File: config.mk
export PLATFORM = sky130hd
export DESIGN_NAME = wss_divider
export DESIGN_NICKNAME = d
export VERILOG_FILES = /design/src/hw/rtl/wss_pkg.sv /design/src/hw/rtl/wss_divider.sv
export SDC_FILE = /design/constraint.sdc
export NUM_CORES = 1
export LEC_CHECK = 0
export CAP_MARGIN = 25
export CORE_AREA = 5 5 95 97
export CTS_BUF_LIST = sky130_fd_sc_hd__clkbuf_8
export CTS_CLUSTER_DIAMETER = 150
export DETAILED_ROUTE_END_ITERATION = 12
export DIE_AREA = 0 0 100 102
export DONT_BUFFER_PORTS = 1
export HOLD_SLACK_MARGIN = 0.12
export PLACE_DENSITY = 0.62
export RECOVER_POWER = 50
export SLEW_MARGIN = 20
export SYNTH_ARGS = -nofsm -noshare
export SYNTH_HDL_FRONTEND = slang
export SYNTH_SLANG_ARGS = --single-unit
File: constraint.sdc
create_clock -name clk -period 2.6 [get_ports clk]
set_input_delay 0.52 -clock clk [delete_from_list [all_inputs] [get_ports clk]]
set_output_delay 0.52 -clock clk [all_outputs]
set_load 0.03 [all_outputs]
File: src/hw/rtl/wss_pkg.sv
// Shared constants, widths and the control state type for the windowed
// sample statistics block. No dependencies.
`default_nettype none
package wss_pkg;

  localparam int HIST_DEPTH = 120;
  localparam int TIMER_CNT  = 8;

  localparam int DATA_W     = 32;
  localparam int ID_W       = 3;
  localparam int OUT_FILL_W = 7;

  localparam int TID_W  = (TIMER_CNT > 1) ? $clog2(TIMER_CNT) : 1;
  localparam int POS_W  = $clog2(HIST_DEPTH);
  localparam int FILL_W = $clog2(HIST_DEPTH + 1);
  localparam int ADDR_W = $clog2(HIST_DEPTH * TIMER_CNT);
  localparam int SUM_W  = DATA_W + FILL_W;
  localparam int DIV_CNT_W = $clog2(SUM_W + 1);

  localparam logic CMD_RECORD = 1'b0;
  localparam logic CMD_CLEAR  = 1'b1;

  typedef enum logic [2:0] {
    ST_IDLE,
    ST_SCAN,
    ST_LAST,
    ST_START,
    ST_DIV,
    ST_HOLD
  } wss_state_t;

endpackage : wss_pkg
`default_nettype wire

File: src/hw/rtl/wss_divider.sv
// Restoring divider, one quotient bit a cycle, for the window average.
// Depends on wss_pkg.
`default_nettype none
module wss_divider
  import wss_pkg::*;
(
  input  wire logic              clk,
  input  wire logic              rst_n,
  input  wire logic              start,
  input  wire logic [SUM_W-1:0]  dividend,
  input  wire logic [FILL_W-1:0] divisor,
  output logic                   done,
  output logic [DATA_W-1:0]      quotient
);

  logic                 busy_r, busy_nxt;
  logic                 done_r, done_nxt;
  logic [DIV_CNT_W-1:0] cnt_r, cnt_nxt;
  logic [FILL_W-1:0]    rem_r, rem_nxt;
  logic [SUM_W-1:0]     quot_r, quot_nxt;
  logic [FILL_W-1:0]    dsor_r, dsor_nxt;
  logic [FILL_W:0]      rem_sh;
  logic                 q_bit;

  always_comb begin
    rem_sh   = {rem_r, quot_r[SUM_W-1]};
    q_bit    = (rem_sh >= {1'b0, dsor_r});
    busy_nxt = busy_r;
    done_nxt = 1'b0;
    cnt_nxt  = cnt_r;
    rem_nxt  = rem_r;
    quot_nxt = quot_r;
    dsor_nxt = dsor_r;
    if (start) begin
      busy_nxt = 1'b1;
      cnt_nxt  = '0;
      rem_nxt  = '0;
      quot_nxt = dividend;
      dsor_nxt = divisor;
    end else if (busy_r) begin
      // remainder stays below the divisor, so the top bit drops out
      rem_nxt  = q_bit ? FILL_W'(rem_sh - {1'b0, dsor_r}) : rem_sh[FILL_W-1:0];
      quot_nxt = {quot_r[SUM_W-2:0], q_bit};
      cnt_nxt  = cnt_r + 1'b1;
      if (cnt_r == DIV_CNT_W'(SUM_W - 1)) begin
        busy_nxt = 1'b0;
        done_nxt = 1'b1;
      end
    end
  end

  always_ff @(posedge clk) begin
    if (!rst_n) begin
      busy_r <= 1'b0;
      done_r <= 1'b0;
    end else begin
      busy_r <= busy_nxt;
      done_r <= done_nxt;
    end
    cnt_r  <= cnt_nxt;
    rem_r  <= rem_nxt;
    quot_r <= quot_nxt;
    dsor_r <= dsor_nxt;
  end

  assign done     = done_r;
  assign quotient = quot_r[DATA_W-1:0];

endmodule : wss_divider
`default_nettype wire

; ---- Word-level counts from Yosys, hierarchy flattened
; Index checks and enable logic that the tools add are counted.
[op_classes]
n_addsub = 2
n_lt_le_gt_ge = 1
eq_ne = 1
n_mux = 7
bitwise_logic = 2
reduce_logical = 2
[ops]
columns = cell, n
row1 = $mux W39, 2
row2 = $ge A8 B7 Y1, 1
row3 = $mux W7, 1
row4 = $sub A7 B7 Y7, 1
row5 = $add A6 B1 Y6 const B, 1
row6 = $eq A6 B6 Y1 const B, 1
row7 = $mux W1, 4
row8 = $reduce_or A3 Y1, 1
row9 = $not A1 Y1, 2
row10 = $reduce_bool A2 Y1, 1
[word_totals]
reg_bits = 61
inputBits = 49
output_inout_bits = 33
word_cells = 21

; ---- Depth between registers and ports, before layout
; Gate-level depths: netlist of run 1.
[logic_depth]
ltp_word = 4
ltp_mapped = 9
depth_no_buf = 7

; ---- Worst setup path after synthesis of run 1
; Ideal clock, no wire load.
[synth_timing]
path_type = in2reg
startpoint = input start
endpoint = register quot_r[0] (enable)
setup_ps = 379
arrival_time_ps = 1795
required_ps = 2221
setup_slack_ps = 426
cell_stages = 4
path_buffers = 3
path_cell_list = buf_6 -> clkbuf_1 -> clkbuf_1 -> or2_2
[synth_between]
elab_chain_len = 1
[synth_rtl]
columns = item, line_no
row1 = start: declaration, wss_divider.sv:9  ; input wire logic start,
row2 = $reduce_bool A2 Y1 (no line), n/a
row3 = end signal: assignment, wss_divider.sv:62  ; quot_r <= quot_nxt;
row4 = end: declaration, wss_divider.sv:20  ; logic [SUM_W-1:0] quot_r, quot_nxt;
; No other way between the ends.
; A chain may end at the register's enable or synchronous reset.

; ---- Worst setup path after layout of run 1
[layout_timing]
startpoint = register quot_r[38]
endpoint = register rem_r[0]
[layout_between]
elab_chain_len = 2
word_cells_on_any_way = 3
cone_classes = add/sub: 1 / order compare: 1 / mux: 1
[layout_rtl]
columns = item, line_no
row1 = $sub A7 B7 Y7 / $ge A8 B7 Y1 (equally long branches), "wss_divider.sv:42, wss_divider.sv:27"
row2 = $mux W7 (*), wss_divider.sv:42  ; rem_nxt = q_bit ? FILL_W'(rem_sh - {1'b0, dsor_r}) : rem_sh[FILL_W-1:0];
row3 = end signal: assignment, wss_divider.sv:61  ; rem_r <= rem_nxt;
row4 = end: declaration, wss_divider.sv:19  ; logic [FILL_W-1:0] rem_r, rem_nxt;
; Mark *: on every way between the ends. The rest lies on a longest branch, timed or not.

==> results_tabular.tex, run 1 <==
\begin{tabular}{lr}
\hline
Metric & Value \\
\hline
\multicolumn{2}{l}{\textbf{Detailed routing}} \\
\quad Wirelength, routed & 5764 um \\
\quad Antenna viol nets, final & 0 \\
\quad DR vias & 1754 \\
\quad Number of optimization iterations in the first detailed-route pass & 4 \\
\quad Drt wl/cell & 16.85 um \\
\quad Number of remaining DRC errors & 0 \\
\quad Number of DRC violations after detailed-routing iteration 0 & 76 \\
\quad Drt via density & 5.129 \\
\multicolumn{2}{l}{\textbf{Timing}} \\
\quad Setup-violating endpoint count in the final report & 0 \\
\quad Transition time at the pin with the least slew margin & 1071 ps \\
\quad Crit share post-route & 0.8612 \\
\quad Final period demand of the worst path & 2239 ps \\
\quad Number of pins with negative max-slew slack in the final report & 0 \\
\quad Unrepaired setup endpoints after global routing & no \\
\quad Max transition margin & 0.2857 \\
\quad Aggregate negative setup slack & 0 ps \\
\quad Skew final & 10.54 ps \\
\quad Maximum operating frequency & 446.6 MHz \\
\quad WHS & 265.0 ps \\
\quad Final Hold Violating Endpoints & 0 \\
\quad Minimum setup slack in the final design & 360.9 ps \\
\multicolumn{2}{l}{\textbf{Global route}} \\
\quad Global routing usage summed across all routing layers & 0.1135 \\
\quad Antenna violations before repair & 0 \\
\quad Overflow after GRT & 0 \\
\quad Vias in the first global route & 1761 \\
\quad Wire length of the first global-routing pass & 8742 um \\
\quad Maximum number of pins on one net before global-route repair & 69 \\
\multicolumn{2}{l}{\textbf{Layout}} \\
\quad Filler Cell Count & 766 \\
\quad Area taken by multi-input logic gates & 0.001200 mm2 \\
\quad Net count, final & 291 \\
\quad Growth of design area from synthesis to finish & 1.268\% \\
\quad Fraction of final layout cells sized beyond drive strength 1 & 0.2700 \\
\quad Ant. Diodes & 0 \\
\quad Register area & 0.001682 mm2 \\
\quad Finished Core Util & 0.4096 \\
\multicolumn{2}{l}{\textbf{Min path}} \\
\quad Worst Hold Path Cells & 1 \\
\quad Min-Delay Path Class & input port to flip-flop \\
\multicolumn{2}{l}{\textbf{Clocking}} \\
\quad Count of buffers added by post-CTS timing repair for setup & 0 \\
\quad Clock buffers created by TritonCTS & 9 \\
\quad Clock insertion delay at the later pin of the skew report & 340 ps \\
\quad Total number of clock tree sinks & 61 \\
\quad \# hold bufs at CTS & 0 \\
\quad Root Buffer Master & sky130\_fd\_sc\_hd\_\_clkbuf\_8 \\
\quad Deepest clock path buffer count & 2 \\
\quad Cells resized by post-CTS repair & 0 \\
\quad Clock tree from TritonCTS & done \\
\quad Clock transition time at the flip-flop clock pins of the worst setup and hold paths & 70 ps \\
\quad Max H-tree Level & 3 \\
\multicolumn{2}{l}{\textbf{Critical path}} \\
\quad Data required time of the worst path & 2850 ps \\
\quad Cell count of the worst reg-to-reg path & 7 \\
\quad Critical Setup Path Class & flip-flop to flip-flop \\
\quad Arrival time reported for the critical path endpoint & 2480 ps \\
\quad Crit path launch type & flip-flop \\
\quad Worst-path fanout max & 9 \\
\quad Endpoint kind of the worst setup timing path & flip-flop \\
\multicolumn{2}{l}{\textbf{Synthesis}} \\
\quad Register bit count reported by yosys & 61 \\
\quad Unique cell type count in the Yosys netlist & 45 \\
\quad Async set-or-reset flop fraction in the synthesized netlist & 0 \\
\quad Cell count after synthesis & 263 \\
\quad Proportion of synthesized chip area in sequential cells & 0.5163 \\
\quad EDFF count, synth & 46 \\
\quad Mean instance size in the synthesized netlist & 12.38 um2 \\
\quad Mapped Nets & 322 \\
\quad Yosys warns & 0 \\
\quad Area of the mapped netlist & 0.003257 mm2 \\
\quad Top flip-flop cell by instance count after synthesis & sky130\_fd\_sc\_hd\_\_edfxtp\_1 \\
\multicolumn{2}{l}{\textbf{Floorplanning}} \\
\quad Std cell rows & 33 \\
\quad Die span in x & 100 um \\
\quad Core box area & 0.008051 mm2 \\
\quad Starting utilization of the core area & 0.4045 \\
\quad Die Area & 0.01020 mm2 \\
\quad Die boundary height & 102 um \\
\quad I/O pins & 82 \\
\multicolumn{2}{l}{\textbf{Place}} \\
\quad IO buf count & 0 \\
\quad Weighted congestion reported at the end of routability-driven placement & 0.7671 \\
\quad HPWL after detailed placement & 3960 um \\
\quad Setup slack at placement & 373.1 ps \\
\multicolumn{2}{l}{\textbf{Power and ir drop}} \\
\quad Max VDD drop & 0.0002360 V \\
\quad Leakage power figure & 1.201 nW \\
\quad Pwr/cell area & 746.8 mW/mm2 \\
\quad Final total power & 2.463 mW \\
\multicolumn{2}{l}{\textbf{Run status}} \\
\quad Run status & finished, final reports clean \\
\multicolumn{2}{l}{\textbf{Job}} \\
\quad MaxCap Viol Count & 0 \\
\hline
\end{tabular}
## layer usage
metal	global-route usage	wire (um)	vias to the layer above	part of all wire
li1	-	-	863	-
met1	0.1408	2467	836	0.43
met2	0.1683	2816	46	0.49
met3	0.03891	350	9	0.061
met4	0.07461	129	0	0.022
met5	0	0	-	0
## cells in the final DEF (no fill, tap or decap), types with 4 or more instances in the layout
cell type,count
sky130_fd_sc_hd__dfxtp_1,15
sky130_fd_sc_hd__nand2_1,8
sky130_fd_sc_hd__nor2b_1,4
sky130_fd_sc_hd__clkbuf_8,9
sky130_fd_sc_hd__mux2_2,37
sky130_fd_sc_hd__o21ai_0,6
sky130_fd_sc_hd__a41oi_1,4
sky130_fd_sc_hd__nand4_1,5
sky130_fd_sc_hd__inv_1,14
sky130_fd_sc_hd__edfxtp_1,46
sky130_fd_sc_hd__ha_1,9
sky130_fd_sc_hd__nor3b_1,6
sky130_fd_sc_hd__nor2_1,14
## flip-flops by register name, summed over array words and instances, names as in the netlist
name    flops
quot_r     39
rem_r       7
dsor_r      7
done        1
cnt_r       6
busy_r      1
## cells in the mapped netlist, types with 4 or more instances
master,number,share of area
sky130_fd_sc_hd__nand4_1,5,0.0096
sky130_fd_sc_hd__buf_4,33,0.076
sky130_fd_sc_hd__inv_1,14,0.016
sky130_fd_sc_hd__o21ai_0,6,0.0092
sky130_fd_sc_hd__clkbuf_1,8,0.0092
sky130_fd_sc_hd__nand2_1,8,0.0092
sky130_fd_sc_hd__ha_1,9,0.035
sky130_fd_sc_hd__nor2b_1,4,0.0077
sky130_fd_sc_hd__mux2_2,38,0.13
sky130_fd_sc_hd__nor2_1,14,0.016
sky130_fd_sc_hd__edfxtp_1,46,0.42
sky130_fd_sc_hd__dfxtp_1,15,0.092
sky130_fd_sc_hd__nor3b_1,6,0.014
sky130_fd_sc_hd__a41oi_1,4,0.011
sky130_fd_sc_hd__buf_6,4,0.014
## final timing paths
path / to / from / slack [ps]
setup / recovery: rem_r[0]$_SDFFE_PP0P_ / quot_r[38]$_DFFE_PP_ / 360
hold / removal: cnt_r[0]$_SDFFE_PP0P_ / start / 260
setup reg to reg: rem_r[0]$_SDFFE_PP0P_ / quot_r[38]$_DFFE_PP_ / 360
hold reg to reg: cnt_r[5]$_SDFFE_PP0P_ / cnt_r[5]$_SDFFE_PP0P_ / 490
## critical path, cell delays in order (launching register included)
cell	delay [ps]
sky130_fd_sc_hd__edfxtp_1	330
sky130_fd_sc_hd__inv_1	60
sky130_fd_sc_hd__ha_1	220
sky130_fd_sc_hd__fa_1	400
sky130_fd_sc_hd__nand2b_1	180
sky130_fd_sc_hd__a211o_1	380
sky130_fd_sc_hd__and3_1	310
sky130_fd_sc_hd__a311oi_2	270
## final cells by class
type | instances | share of cell area
multi-input combinational | 143 | 0.3638
timing repair buffer | 3 | 0.005690
tap | 105 | 0.03983
clock inverter | 7 | 0.02731
inverter | 14 | 0.01593
sequential | 61 | 0.5099
clock buffer | 9 | 0.03756
## where the power goes
group | switching, mW | internal [mW]
registers | 0.159 | 1.16
logic | 0.117 | 0.125
clock network | 0.372 | 0.534
total | 0.648 | 1.81
## stage by stage
step | cell area [um2] | cells
after floorplan | 3257 | 263
final | 3298 | 342
after detailed placement | 3088 | 326
after global placement | 3088 | 326
after global routing | 3298 | 342
after CTS | 3302 | 342
## cell families after synthesis
group	count (synthesis)	synth area share
AO/OA/AOI/OAI	36	0.09066
XOR/XNOR	6	0.01614
adder cells (fa/ha/maj)	10	0.04072
buffers and inverters	59	0.1153
flip-flops	61	0.5163
multiplexers	39	0.1345
AND/OR/NAND/NOR	52	0.08644
Power figures use the tool's default switching activity.
==> run 2: changes to the inputs <==
Settings changed: ABC_AREA set to 1, CORE_AREA 5 5 95 97 to 5 5 93 95, DIE_AREA 0 0 100 102 to 0 0 98 100, PLACE_DENSITY 0.62 to unset.
==> results_tabular.tex, run 2 <==
\begin{tabular}{lr}
\hline
Metric & Value \\
\hline
\multicolumn{2}{l}{\textbf{Synthesis}} \\
\quad Dominant combinational cell family by area after synthesis & simple AND/OR/NAND/NOR gates \\
\quad Parity-gate share of the synthesized area counting xor and xnor cells & 0.005569 \\
\quad Area share of and/or/nand/nor cells after synthesis & 0.2673 \\
\quad Share of the synthesized area in compound gates (AO/OA/AOI/OAI) & 0.02506 \\
\quad Yosys warns & 0 \\
\quad Register bit count reported by yosys & 61 \\
\quad Area of the mapped netlist & 0.003146 mm2 \\
\quad Cell taking the most area after synthesis & sky130\_fd\_sc\_hd\_\_edfxtp\_1 \\
\quad Proportion of synthesized chip area in sequential cells & 0.5346 \\
\quad Synth top area share & 0.4391 \\
\quad Synth top area cells & sky130\_fd\_sc\_hd\_\_edfxtp\_1 44\%, sky130\_fd\_sc\_hd\_\_nand2\_1 20\%, sky130\_fd\_sc\_hd\_\_dfxtp\_1 9.5\% \\
\quad Top flip-flop cell by instance count after synthesis & sky130\_fd\_sc\_hd\_\_edfxtp\_1 \\
\quad Cell count after synthesis & 365 \\
\quad Mean instance size in the synthesized netlist & 8.618 um2 \\
\quad Async set-or-reset flop fraction in the synthesized netlist & 0 \\
\quad Most repeated cell in the gate-level netlist after synthesis & sky130\_fd\_sc\_hd\_\_nand2\_1 \\
\quad Most common library cells after synthesis & 166 x sky130\_fd\_sc\_hd\_\_nand2\_1, 46 x sky130\_fd\_sc\_hd\_\_edfxtp\_1, 32 x sky130\_fd\_sc\_hd\_\_buf\_4 \\
\quad Mapped Nets & 424 \\
\quad Multiplexer share of the synthesized area & 0 \\
\quad Arithmetic-cell share of the synthesized area counting full adders, half adders and majority gates & 0.04216 \\
\quad EDFF count, synth & 46 \\
\quad Unique cell type count in the Yosys netlist & 25 \\
\multicolumn{2}{l}{\textbf{Power and ir drop}} \\
\quad Max VDD drop & 0.0005859 V \\
\quad Final total power & 2.471 mW \\
\quad Leakage power figure & 1.490 nW \\
\quad Pwr/cell area & 765.3 mW/mm2 \\
\multicolumn{2}{l}{\textbf{Place}} \\
\quad Setup slack at placement & 806.8 ps \\
\quad Post-DP Area & 0.003010 mm2 \\
\quad IO buf count & 0 \\
\quad HPWL after detailed placement & 4332 um \\
\quad Weighted congestion reported at the end of routability-driven placement & 0.7835 \\
\multicolumn{2}{l}{\textbf{Layout}} \\
\quad Fraction of final layout cells sized beyond drive strength 1 & 0.06745 \\
\quad Post-route cell area & 0.003228 mm2 \\
\quad Most used cells in the layout excluding fill and tap cells & 166 x sky130\_fd\_sc\_hd\_\_nand2\_1, 46 x sky130\_fd\_sc\_hd\_\_edfxtp\_1, 28 x sky130\_fd\_sc\_hd\_\_inv\_1 \\
\quad Top reg by flops & quot\_r \\
\quad Largest register FFs & 39 \\
\quad Leading cell type in the layout, fill and taps excluded & sky130\_fd\_sc\_hd\_\_nand2\_1 \\
\quad Growth of design area from synthesis to finish & 2.625\% \\
\quad Register area & 0.001682 mm2 \\
\quad Top Registers & quot\_r: 39 flops, dsor\_r: 7 flops, rem\_r: 7 flops \\
\quad Filler Cell Count & 747 \\
\quad Ant. Diodes & 0 \\
\quad Area taken by multi-input logic gates & 0.001070 mm2 \\
\quad Net count, final & 395 \\
\multicolumn{2}{l}{\textbf{Critical path}} \\
\quad Cell with the largest stage delay on the worst path & sky130\_fd\_sc\_hd\_\_clkbuf\_1 \\
\quad Capture instance of the worst register-to-register path & rem\_r[4]\$\_SDFFE\_PP0P\_ \\
\quad Maximum single-stage delay on the critical path & 650 ps \\
\quad Crit path launch type & input port \\
\quad Arrival time reported for the critical path endpoint & 2090 ps \\
\quad Worst R2R Start & dsor\_r[0]\$\_DFFE\_PP\_ \\
\quad Worst-path fanout max & 49 \\
\quad Reg2Reg Setup Slack & 800 ps \\
\quad Data required time of the worst path & 2870 ps \\
\quad Endpoint kind of the worst setup timing path & flip-flop \\
\quad Critical Setup Path Class & input port to flip-flop \\
\quad Cells traversed along the worst timing path & inv\_1 > clkbuf\_1 > o21ai\_0 > a21oi\_1 \\
\quad Cell count of the worst reg-to-reg path & 10 \\
\multicolumn{2}{l}{\textbf{Min path}} \\
\quad Min-Delay Path Class & input port to flip-flop \\
\quad Worst Hold Path Cells & 0 \\
\quad Startpoint of the lowest-slack hold path & divisor[2] \\
\quad Hold worst-path end & dsor\_r[2]\$\_DFFE\_PP\_ \\
\multicolumn{2}{l}{\textbf{Global route}} \\
\quad Vias in the first global route & 2054 \\
\quad Wire length of the first global-routing pass & 9963 um \\
\quad Antenna violations before repair & 0 \\
\quad Overflow after GRT & 0 \\
\quad Maximum number of pins on one net before global-route repair & 50 \\
\quad Global routing usage summed across all routing layers & 0.1287 \\
\multicolumn{2}{l}{\textbf{Clocking}} \\
\quad Deepest clock path buffer count & 2 \\
\quad \# hold bufs at CTS & 0 \\
\quad Cells resized by post-CTS repair & 0 \\
\quad Total number of clock tree sinks & 61 \\
\quad Root Buffer Master & sky130\_fd\_sc\_hd\_\_clkbuf\_8 \\
\quad Clock buffers created by TritonCTS & 9 \\
\quad Clock transition time at the flip-flop clock pins of the worst setup and hold paths & 70 ps \\
\quad Count of buffers added by post-CTS timing repair for setup & 0 \\
\quad Clock tree from TritonCTS & done \\
\quad Max H-tree Level & 3 \\
\quad Clock insertion delay at the later pin of the skew report & 340 ps \\
\multicolumn{2}{l}{\textbf{Run status}} \\
\quad Run status & finished, final reports clean \\
\multicolumn{2}{l}{\textbf{Timing}} \\
\quad Skew final & 6.993 ps \\
\quad Final period demand of the worst path & 1814 ps \\
\quad Transition time at the pin with the least slew margin & 844.6 ps \\
\quad Setup-violating endpoint count in the final report & 0 \\
\quad Minimum setup slack in the final design & 785.9 ps \\
\quad Crit share post-route & 0.6977 \\
\quad Aggregate negative setup slack & 0 ps \\
\quad Maximum operating frequency & 551.2 MHz \\
\quad Unrepaired setup endpoints after global routing & no \\
\quad Final Hold Violating Endpoints & 0 \\
\quad Max transition margin & 0.4361 \\
\quad Number of pins with negative max-slew slack in the final report & 0 \\
\multicolumn{2}{l}{\textbf{Floorplanning}} \\
\quad Die boundary height & 100 um \\
\quad Std cell rows & 32 \\
\quad Core box area & 0.007647 mm2 \\
\quad I/O pins & 82 \\
\quad Die Area & 0.009800 mm2 \\
\quad Starting utilization of the core area & 0.4113 \\
\quad Die span in x & 98 um \\
\multicolumn{2}{l}{\textbf{Detailed routing}} \\
\quad Number of optimization iterations in the first detailed-route pass & 4 \\
\quad Antenna viol nets, final & 0 \\
\quad Drt wl/cell & 13.72 um \\
\quad Number of DRC violations after detailed-routing iteration 0 & 111 \\
\quad Drt via density & 4.688 \\
\quad Wirelength, routed & 6076 um \\
\quad DR vias & 2077 \\
\quad Number of remaining DRC errors & 0 \\
\multicolumn{2}{l}{\textbf{Job}} \\
\quad MaxCap Viol Count & 0 \\
\hline
\end{tabular}
[run 2: cell types whose count changed after synthesis, sizes merged, moves of 4 or more]
cell,before,now
a211oi,4,0
a41oi,4,0
buf,37,33
inv,14,31
mux2,38,0
nand2,8,166
nand3,1,19
nand3b,0,4
nor2b,4,0
nor3b,6,0
[run 2: cell families (layout without fill, tap and decap cells)]
logic type                 after synthesis  count (layout)
and+or+nand+nor                        207             207
adders and majority gates               10              10
DFF                                     61              61
xor gates and xnor gates                 2               2
buffers and inverters                   73              49
AOI/OAI and AO/OA                       12              12
[run 2: report_power, final]
group | switching (mW) | leakage, nW | internal (mW) | total (mW)
clock network | 0.394 | 0.106 | 0.544 | 0.938
registers | 0.159 | 0.591 | 1.15 | 1.31
logic | 0.141 | 0.793 | 0.0809 | 0.222
total | 0.694 | 1.49 | 1.78 | 2.47
[run 2: worst max-delay path by stage]
stage | endpoint | from | slack, ps
CTS | rem_r[5]$_SDFFE_PP0P_ | quot_r[38]$_DFFE_PP_ | 790
finish | cnt_r[4]$_SDFFE_PP0P_ | start | 790
global placement | rem_r[5]$_SDFFE_PP0P_ | quot_r[38]$_DFFE_PP_ | 850
floorplan | quot_r[0]$_DFFE_PP_ | start | 890
detailed placement | rem_r[5]$_SDFFE_PP0P_ | quot_r[38]$_DFFE_PP_ | 810
global route | cnt_r[4]$_SDFFE_PP0P_ | start | 570
[run 2: area by class of cell]
type / count / area share
clock buffer: 9 / 0.03837
clock inverter: 7 / 0.03023
inverter: 31 / 0.03605
multi-input combinational: 231 / 0.3314
sequential: 61 / 0.5209
tap: 102 / 0.03953
timing repair buffer: 2 / 0.003488
[run 2: metal layers]
layer / track usage / vias up / share of wire
met2: 0.2052 / 69 / 0.45
met5: 0 / - / 0
met4: 0.04153 / 0 / 0.0099
met1: 0.1529 / 935 / 0.44
li1: - / 1069 / -
met3: 0.06324 / 4 / 0.093
[run 2: worst max-delay path, delay by kind of cell]
family / cells / cell delay [ps]
AOI/OAI and AO/OA: 2 / 320
buffers and inverters: 2 / 1220
[run 2: metrics by stage]
step / hold slack (ps) / instances / util
4_1_cts: 253.8 / 443 / 0.4226
3_3_place_gp: 458.3 / 427 / 0.3937
6_report: 276.1 / 443 / 0.4221
2_1_floorplan: 439.7 / 365 / -
5_1_grt: 255.5 / 443 / 0.4221
3_5_place_dp: 461.8 / 427 / 0.3937
==> run 3: changes to the inputs <==
Clock period 2.6 ns to 1.5 ns, I/O delays scaled along.
==> results_tabular.tex, run 3 (synthesis gave the netlist of run 2 again) <==
\begin{tabular}{lr}
\hline
Metric & Value \\
\hline
\multicolumn{2}{l}{\textbf{Run status}} \\
\quad Run status & complete, but fails checks \\
\quad Failing checks & negative setup slack \\
\multicolumn{2}{l}{\textbf{Place}} \\
\quad Weighted congestion reported at the end of routability-driven placement & 0.8235 \\
\quad HPWL after detailed placement & 4519 um \\
\quad Number of placed instances with taps included & 447 \\
\quad Setup slack at placement & -141.0 ps \\
\quad IO buf count & 0 \\
\multicolumn{2}{l}{\textbf{Clocking}} \\
\quad Total number of clock tree sinks & 61 \\
\quad Clock transition time at the flip-flop clock pins of the worst setup and hold paths & 80 ps \\
\quad Clock tree from TritonCTS & done \\
\quad Max H-tree Level & 3 \\
\quad Clock buffers created by TritonCTS & 9 \\
\quad Clock insertion delay at the later pin of the skew report & 330 ps \\
\quad Deepest clock path buffer count & 2 \\
\quad Root Buffer Master & sky130\_fd\_sc\_hd\_\_clkbuf\_8 \\
\multicolumn{2}{l}{\textbf{Layout}} \\
\quad Most used cells in the layout excluding fill and tap cells & 164 x sky130\_fd\_sc\_hd\_\_nand2\_1, 46 x sky130\_fd\_sc\_hd\_\_edfxtp\_1, 23 x sky130\_fd\_sc\_hd\_\_inv\_1 \\
\quad Ant. Diodes & 0 \\
\quad Finished Core Util & 0.4601 \\
\quad Fraction of final layout cells sized beyond drive strength 1 & 0.1590 \\
\quad Leading cell type in the layout, fill and taps excluded & sky130\_fd\_sc\_hd\_\_nand2\_1 \\
\quad Fin cells & 473 \\
\quad Growth of design area from synthesis to finish & 11.85\% \\
\quad Largest register FFs & 39 \\
\quad Net count, final & 425 \\
\quad Top Registers & quot\_r: 39 flops, dsor\_r: 7 flops, rem\_r: 7 flops \\
\quad Top reg by flops & quot\_r \\
\multicolumn{2}{l}{\textbf{Timing}} \\
\quad Setup-violating endpoint count in the final report & 8 \\
\quad Number of pins with negative max-slew slack in the final report & 0 \\
\quad Skew final & 9.082 ps \\
\quad Minimum setup slack in the final design & -169.0 ps \\
\quad Unrepaired setup endpoints after global routing & yes \\
\quad Maximum operating frequency & 599.2 MHz \\
\quad Crit share post-route & 1.113 \\
\quad Final Hold Violating Endpoints & 0 \\
\quad Final period demand of the worst path & 1669 ps \\
\quad Max transition margin & 0.6792 \\
\quad Aggregate negative setup slack & -1148 ps \\
\quad Transition time at the pin with the least slew margin & 479.6 ps \\
\multicolumn{2}{l}{\textbf{Job}} \\
\quad MaxCap Viol Count & 0 \\
\multicolumn{2}{l}{\textbf{Power and ir drop}} \\
\quad Leakage power figure & 1.618 nW \\
\quad Internal power contribution & 2.853 mW \\
\quad Fraction of power consumed by the clock network & 0.321 \\
\quad Max VDD drop & 0.0005568 V \\
\quad Net load switching power & 1.277 mW \\
\quad Final total power & 4.131 mW \\
\quad Switching Share & 0.3092 \\
\quad Share of power burned in registers & 0.550 \\
\quad Part of the total power dissipated in combinational logic & 0.130 \\
\quad Pwr/cell area & 1174 mW/mm2 \\
\multicolumn{2}{l}{\textbf{Critical path}} \\
\quad Critical Setup Path Class & flip-flop to flip-flop \\
\quad Endpoint kind of the worst setup timing path & flip-flop \\
\quad Cell count of the worst reg-to-reg path & 10 \\
\quad Crit path launch type & flip-flop \\
\quad Worst-path fanout max & 7 \\
\quad Arrival time reported for the critical path endpoint & 1890 ps \\
\quad Data required time of the worst path & 1720 ps \\
\multicolumn{2}{l}{\textbf{Floorplanning}} \\
\quad Std cell rows & 32 \\
\quad Core box area & 0.007647 mm2 \\
\quad Die Area & 0.009800 mm2 \\
\quad Die span in x & 98 um \\
\quad Die boundary height & 100 um \\
\quad I/O pins & 82 \\
\quad Starting utilization of the core area & 0.4113 \\
\multicolumn{2}{l}{\textbf{Detailed routing}} \\
\quad Antenna viol nets, final & 0 \\
\quad Drt via density & 4.672 \\
\quad Number of DRC violations after detailed-routing iteration 0 & 122 \\
\quad DR vias & 2210 \\
\quad Number of remaining DRC errors & 0 \\
\quad Wirelength, routed & 6468 um \\
\quad Number of optimization iterations in the first detailed-route pass & 4 \\
\quad Drt wl/cell & 13.67 um \\
\multicolumn{2}{l}{\textbf{Global route}} \\
\quad Overflow after GRT & 0 \\
\quad Wire length of the first global-routing pass & 10410 um \\
\quad Maximum number of pins on one net before global-route repair & 42 \\
\quad Antenna violations before repair & 0 \\
\quad Vias in the first global route & 2192 \\
\quad Global routing usage summed across all routing layers & 0.1346 \\
\multicolumn{2}{l}{\textbf{Min path}} \\
\quad Min-Delay Path Class & input port to flip-flop \\
\quad Worst Hold Path Cells & 2 \\
\hline
\end{tabular}
-- run 3: cell count changes in the layout (fill, tap and decap cells not counted), sizes merged --
cell	previous run	this run
clkinvlp	2	3
inv	33	34
bufinv	2	0
dlygate4sd3	0	9
buf	1	22
-- run 3: through the flow --
| step | hold WS [ps] | area [um2] |
|---|---|---|
| global route | 127.4 | 3518 |
| CTS | 125.5 | 3505 |
| floorplan | 398.9 | 3181 |
| finish | 146.4 | 3518 |
| detailed placement | 391.2 | 3208 |
| global placement | 390.1 | 3208 |
-- run 3: worst max-delay path, stage by stage, from the launching register on --
cell                       delay, ps
sky130_fd_sc_hd__edfxtp_1        430
sky130_fd_sc_hd__ha_4            190
sky130_fd_sc_hd__fa_2            340
sky130_fd_sc_hd__inv_2            70
sky130_fd_sc_hd__nand3_2          70
sky130_fd_sc_hd__nand2_4         100
sky130_fd_sc_hd__nand2_4          50
sky130_fd_sc_hd__nand3_4         100
sky130_fd_sc_hd__nand3_2          90
sky130_fd_sc_hd__nand3_1          80
sky130_fd_sc_hd__nand2_1          40
-- run 3: power by group through the flow --
| stage | clock network (mW) | registers [mW] | logic [mW] |
|---|---|---|---|
| CTS | 1.36 | 2.27 | 0.530 |
| detailed placement | 0 | 2.31 | 0.492 |
| global route | 1.46 | 2.29 | 0.611 |
| finish | 1.33 | 2.27 | 0.535 |
| global placement | 0 | 2.31 | 0.487 |
| floorplan | 0 | 2.08 | 0.656 |
-- run 3: metal layers --
metal	vias to the layer above	share of wire	track usage
li1	1137	-	-
met1	1005	0.45	0.1678
met2	61	0.47	0.2131
met3	7	0.070	0.04726
met4	0	0.0099	0.05644
met5	-	0	0
-- run 3: cell type report --
| class | instances | area, um2 |
|---|---|---|
| clock buffer | 9 | 123.9 |
| inverter | 31 | 116.4 |
| timing repair buffer | 32 | 271.5 |
| fill | 751 | 4129 |
| sequential | 61 | 1682 |
| multi-input combinational | 231 | 1140 |
| tap | 102 | 127.6 |
| clock inverter | 7 | 57.56 |
-- run 3: timing repair --
| item | in CTS | in global routing |
|---|---|---|
| buffers inserted | 1 | 0 |
| pin swaps | 7 | 3 |
| endpoints found under the setup margin | 8 | 8 |
| hold buffers | 9 | 0 |
| hold endpoints to repair | 17 | 0 |
| resized for setup | 3 | 4 |
-- run 3: path summary, 6_finish.rpt --
check,startpoint,end,slack (ps)
max,dsor_r[0]$_DFFE_PP_,rem_r[5]$_SDFFE_PP0P_,-170
min,dividend[29],quot_r[29]$_DFFE_PP_,150
max reg2reg,dsor_r[0]$_DFFE_PP_,rem_r[5]$_SDFFE_PP0P_,-170
min reg2reg,rem_r[6]$_SDFFE_PP0P_,rem_r[6]$_SDFFE_PP0P_,480
